[src/hw/rtl/fr_sqrt.sv]
// ----------------------------------------------------------------------------
// fr_sqrt
// Pipelined floor square root, one root bit per stage.
// ----------------------------------------------------------------------------
module fr_sqrt #(
    parameter int RW = 31,
    parameter int SW = 1
) (
    input  logic            clk,
    input  logic            rst_n,
    input  logic            in_valid,
    input  logic [2*RW-1:0] radicand,
    input  logic [SW-1:0]   in_side,
    output logic            out_valid,
    output logic [RW-1:0]   root,
    output logic [SW-1:0]   out_side
);

    logic            v_reg    [RW];
    logic [RW+1:0]   rem_reg  [RW];
    logic [RW-1:0]   root_reg [RW];
    logic [2*RW-1:0] rad_reg  [RW];
    logic [SW-1:0]   sd_reg   [RW];

    for (genvar k = 0; k < RW; k++) begin : g_stage
        logic            v_src;
        logic [RW+1:0]   rem_src;
        logic [RW-1:0]   root_src;
        logic [2*RW-1:0] rad_src;
        logic [SW-1:0]   sd_src;
        logic [RW+3:0]   cur;
        logic [RW+3:0]   trial;
        logic            take;

        if (k == 0) begin : g_head
            assign v_src    = in_valid;
            assign rem_src  = '0;
            assign root_src = '0;
            assign rad_src  = radicand;
            assign sd_src   = in_side;
        end else begin : g_body
            assign v_src    = v_reg[k-1];
            assign rem_src  = rem_reg[k-1];
            assign root_src = root_reg[k-1];
            assign rad_src  = rad_reg[k-1];
            assign sd_src   = sd_reg[k-1];
        end

        // shift in the next bit pair and test 4*root + 1
        assign cur   = {rem_src, rad_src[2*RW-1:2*RW-2]};
        assign trial = (RW+4)'({root_src, 2'b01});
        assign take  = cur >= trial;

        always_ff @(posedge clk or negedge rst_n)
        begin
            if (!rst_n)
                v_reg[k] <= 1'b0;
            else
                v_reg[k] <= v_src;
        end

        always_ff @(posedge clk)
        begin
            rem_reg[k]  <= take ? (RW+2)'(cur - trial) : (RW+2)'(cur);
            root_reg[k] <= {root_src[RW-2:0], take};
            rad_reg[k]  <= {rad_src[2*RW-3:0], 2'b00};
            sd_reg[k]   <= sd_src;
        end
    end

    assign out_valid = v_reg[RW-1];
    assign root      = root_reg[RW-1];
    assign out_side  = sd_reg[RW-1];

endmodule

[config.mk]
export PLATFORM = sky130hd
export DESIGN_NAME = fr_sqrt
export DESIGN_NICKNAME = d
export VERILOG_FILES = /design/src/hw/rtl/fr_sqrt.sv
export SDC_FILE = /design/constraint.sdc
export NUM_CORES = 2
export LEC_CHECK = 0
export BUFFER_PORTS_ARGS = -buffer_cell sky130_fd_sc_hd__buf_2
export CORE_UTILIZATION = 41
export DETAILED_ROUTE_END_ITERATION = 8
export HOLD_SLACK_MARGIN = 0.15
export SKIP_CTS_REPAIR_TIMING = 1
export SLEW_MARGIN = 15
export SYNTH_ARGS = -nofsm -noshare
export SYNTH_HDL_FRONTEND = slang
export SYNTH_SLANG_ARGS = --single-unit
[constraint.sdc]
create_clock -name clk -period 4.74 [get_ports clk]
set_clock_uncertainty 0.05 [all_clocks]
set_input_delay 0.711 -clock clk [delete_from_list [all_inputs] [get_ports clk]]
set_output_delay 0.711 -clock clk [all_outputs]
set_load 0.03 [all_outputs]
[Yosys cells after proc, flatten, opt, wreduce, memory -nomap -nowiden]
Memory sizes are Yosys's and may differ from the RTL's.
Cells that the tools add are included.
Word-level totals
  logic and storage cells: 128
  memories: 4
  memory bits (writable): 3875
  flip-flop bits (word level): 31
  output and inout port bits: 33
  bits of input ports: 66
Cells by class
  muxes and demuxes: 31
  $add $sub $neg: 31
  magnitude comparators: 31
Memories
  rad_reg: words 31, width 60, rd ports 30, clocked after memory_dff 0, write ports 31, RTL line 22  | logic [2*RW-1:0] rad_reg [RW];
  rem_reg: words 31, width 33, rd ports 30, clocked after memory_dff 0, write ports 31, RTL line 20  | logic [RW+1:0] rem_reg [RW];
  root_reg: words 31, width 31, rd ports 31, clocked after memory_dff 0, write ports 31, RTL line 21  | logic [RW-1:0] root_reg [RW];
  sd_reg: words 31, width 1, rd ports 31, clocked after memory_dff 0, write ports 31, RTL line 23  | logic [SW-1:0] sd_reg [RW];
Operators with widths (count)
  $ge A35 B33 Y1: 30
  $mux W33: 31
  $sub A33 B33 Y33: 30
  $sub A2 B1 Y3 const B: 1
  $ge A2 B1 Y1 const B: 1

[Depth between registers and ports, before layout]
An unclocked memory read counts as a cell.
  depth in word-level cells: 3
  mapped depth: 14
  depth with buffers taken out: 13

[Worst setup path after synthesis]
Ideal clock, no wire load.
  kind: register to register
  start: mem rem_reg[0][181] (netlist name)
  end: mem rem_reg[0][207] (netlist name)
  cell stages (with the launch flop): 10
  clock period less this slack: 3.507 ns
  data required time: 4.556 ns
  path buffers: 1
  slack: 1.233 ns
  data arrival time: 3.323 ns
  setup time: 0.134 ns
  cell sequence: dfxtp_1 or4_4 or3_4 or4_4 or4_4 or4_4 nor4_4 buf_6 nor4_1 xor2_1
RTL lines (RTL line)
  from (decl): 20

==> impl_metrics.json <==
{
  "area_delta_synth_final_pct": 15.0,
  "grt_pass1_vias": 58500,
  "yosysTopAreaCellShare_pct": 54.4,
  "cpMostUsedCell": "o211ai_1",
  "synth_warnings": 0,
  "antenna_found_initial": 3,
  "slew_headroom_pct": 28.8,
  "floorplan.die.height_um": 466,
  "critPathBufInv": 2,
  "port-buffer-count": 98,
  "dp_hpwl_mm": 139,
  "setup_viol_count_final": 0,
  "seqPwrFrac_pct": 47.9,
  "initial_utilization_pct": 41.4,
  "crit_chain": "inv_1, ha_1, and3_1, nand3_1, nor4_1, o211ai_1, a2111oi_0, nor2_1, o211ai_1, buf_12, mux2_2",
  "p_switching_uw": 15100,
  "via_per_inst": 4.97,
  "power.total_uw": 54600,
  "gr-usage-all-layers_pct": 16.7,
  "synth_seq_area_share_pct": 55.3,
  "drc": 0,
  "instances_no_fill": 11900,
  "synthCells": 8606,
  "drtPass1Iterations": 5,
  "end_kind": "flop",
  "clk_latency_ns": 0.88,
  "yosys_register_bits": 2430,
  "status": "completed",
  "n_fill_cell": 19500,
  "slowest_delay_ns": 0.75,
  "drive_gt1_share_pct": 7.94,
  "peakVddDrop_v": 0.000451,
  "whs_ns": 0.226,
  "dpl.cell_count": 11400,
  "p_int_uw": 39600,
  "combPwrFrac_pct": 14.9,
  "synthArstFlopShare_pct": 1.28,
  "antenna_left": 0,
  "final_max_slew_viol_count": 0,
  "dieArea_sq_um": 217000,
  "cts_buffers": 239,
  "cp.required_ns": 5.44,
  "cp.arrival_ns": 4.65,
  "num_rows": 169,
  "wl_per_cell_um": 15.4,
  "synth_area_leader_cell": "dfxtp_1",
  "grt.overflow.total": 0,
  "yosys-top-cells-area": "dfxtp_1 54%, ha_1 7.5%, xor2_1 3.9%",
  "cp_max_fo": 39,
  "final_nets": 9482,
  "crit_type": "reg -> reg",
  "rsz0062_at_grt": "false",
  "power_leakage_uw": 0.0471,
  "io_pins": 99,
  "syn_avg_cell_area_sq_um": 10.3,
  "period_share_pct": 83.4,
  "die_w_um": 466,
  "worstMarginPinSlew_ns": 1.06,
  "finalHoldViolCount": 0,
  "h-tree-depth": 4,
  "synth.cell_area_sq_um": 88200,
  "hold_path.class": "reg -> reg",
  "fmax_mhz": 253,
  "synth_nets": 9200,
  "maxCapViolations": 0,
  "critPathSlowestCell": "a2111oi_0",
  "power-per-cell-area_nw_per_um2": 538,
  "grt_pass1_wl_mm": 298,
  "finalSetupTns_ns": 0,
  "area.sequential_sq_um": 48800,
  "cts_tree": "yes",
  "clock_path_buffers": 3,
  "via_count": 59200,
  "synth_edf_count": 0,
  "p_clk_share_pct": 37.1,
  "multi_input_area_sq_um": 36400,
  "pre_cts_slack_ns": 0.739,
  "fin_crit_ns": 3.96,
  "grt_max_degree": 56,
  "synthFlopType": "dfxtp_1",
  "crit_family": "compound AO/OA/AOI/OAI gates",
  "clockRootBuffer": "clkbuf_16",
  "synth_cell_types": 91,
  "drtIter0Drc": 3471,
  "cp-start-kind": "flop",
  "swShare_pct": 27.6,
  "largest_reg_flops": 942,
  "coreArea_sq_um": 213000,
  "setup_slack_ns": 0.785,
  "gp_congestion": 0.883,
  "routed_wl_mm": 183,
  "cts.clk_slew.worst_paths_ns": 0.06,
  "clkSinkCount": 2430
}
-- cell usage after synthesis, types with 16 or more instances --
library cell  instances
nor2_1              478
or3_1                80
or4_1                63
o211ai_1             37
nor2b_1              78
a21oi_1             445
mux2i_1              22
nand4_1              82
mux2_2               65
and3_1               36
nand2b_1            100
or2_2                48
o21ai_0             493
clkbuf_1            154
a211o_1              17
nor3b_1              16
ha_1                528
nand3b_1             28
dfxtp_1            2399
nor3_1              211
xor2_1              391
and4_1               24
and2_1               30
a21o_1              227
nand2_1             649
xnor2_1             375
a211oi_1             38
a21boi_0             25
nor4_1              107
o21bai_1             59
o21a_1              115
nand3_1             128
inv_1               662
a31oi_1              39
o31ai_1              77
dfrtp_1              31
-- through the flow --
| stage | cell area, sq um | utilization [%] |
|---|---|---|
| after global routing | 101000 | 47.7 |
| after global placement | 92000 | 43.2 |
| after floorplan | 88200 | - |
| after CTS | 101000 | 47.3 |
| after detailed placement | 92000 | 43.2 |
| final | 101000 | 47.7 |
-- routing by layer --
metal  routed length (um)  share of wire (%)  vias to the layer above  global-route usage, %
li1                     -                  -                    30000                      -
met1                81200                 44                    27700                   20.5
met2                89700                 49                     1091                   29.5
met3                 7270                4.0                      335                   2.73
met4                 5320                2.9                        0                   5.60
met5                    0                  0                        -                      0
-- layout by cell type (no fill, tap or decap), types with 38 or more instances in the layout --
cell type / count
a211oi_1: 38
a21o_1: 227
a21oi_1: 442
buf_2: 98
buf_4: 40
bufinv_16: 38
clkbuf_16: 239
clkbuf_8: 48
clkinv_2: 44
dfxtp_1: 2399
dlygate4sd3_1: 66
ha_1: 528
inv_1: 662
mux2_2: 65
nand2_1: 649
nand2b_1: 100
nand3_1: 128
nand4_1: 82
nor2_1: 476
nor2b_1: 77
nor3_1: 211
nor4_1: 106
o21a_1: 115
o21ai_0: 493
o21bai_1: 59
o31ai_1: 77
or2_2: 48
or3_1: 80
or4_1: 63
xnor2_1: 375
xor2_1: 391
-- worst paths after layout --
| check | from | end | slack [ns] | cells past startpoint |
|---|---|---|---|---|
| max in group asynchronous | rst_n | out_valid | 3.82 | 2 |
| setup reg to reg | root_reg[5][98] | rem_reg[1][271] | 0.78 | 11 |
| hold / removal | rad_reg[11][35] | rad_reg[12][37] | 0.23 | 0 |
| hold reg to reg | rad_reg[11][35] | rad_reg[12][37] | 0.23 | 0 |
| min in group asynchronous | rst_n | g_stage[4].v_src | 0.39 | 2 |
| setup / recovery | root_reg[5][98] | rem_reg[1][271] | 0.78 | 11 |
-- layout make-up --
class / instances / area share, %
Multi-Input combinational cell: 5346 / 35.8
Inverter: 665 / 2.46
Tap cell: 2821 / 3.48
Sequential cell: 2430 / 48.1
Clock buffer: 320 / 6.67
Timing Repair Buffer: 206 / 1.47
Antenna cell: 1 / 0.00247
Clock inverter: 131 / 2.00
-- logic make-up after synthesis --
group	count (synthesis)	synth area share [%]
xor gates and xnor gates	766	7.60
muxes	87	1.08
DFF	2430	55.3
adders and majority gates	528	7.49
AOI/OAI and AO/OA	1750	12.5
buffers and inverters	830	3.56
and+or+nand+nor	2214	12.5
other	1	0.00425
-- power groups by stage --
stage	sequential, uW	clock (uW)	combinational [uW]
2_1_floorplan	25700	0	6400
3_5_place_dp	26700	0	8100
5_1_grt	26600	21800	9200
6_report	26200	20300	8160
3_3_place_gp	26700	0	8000
4_1_cts	26200	20900	8150
No activity file was read; power rests on OpenSTA's default activity.
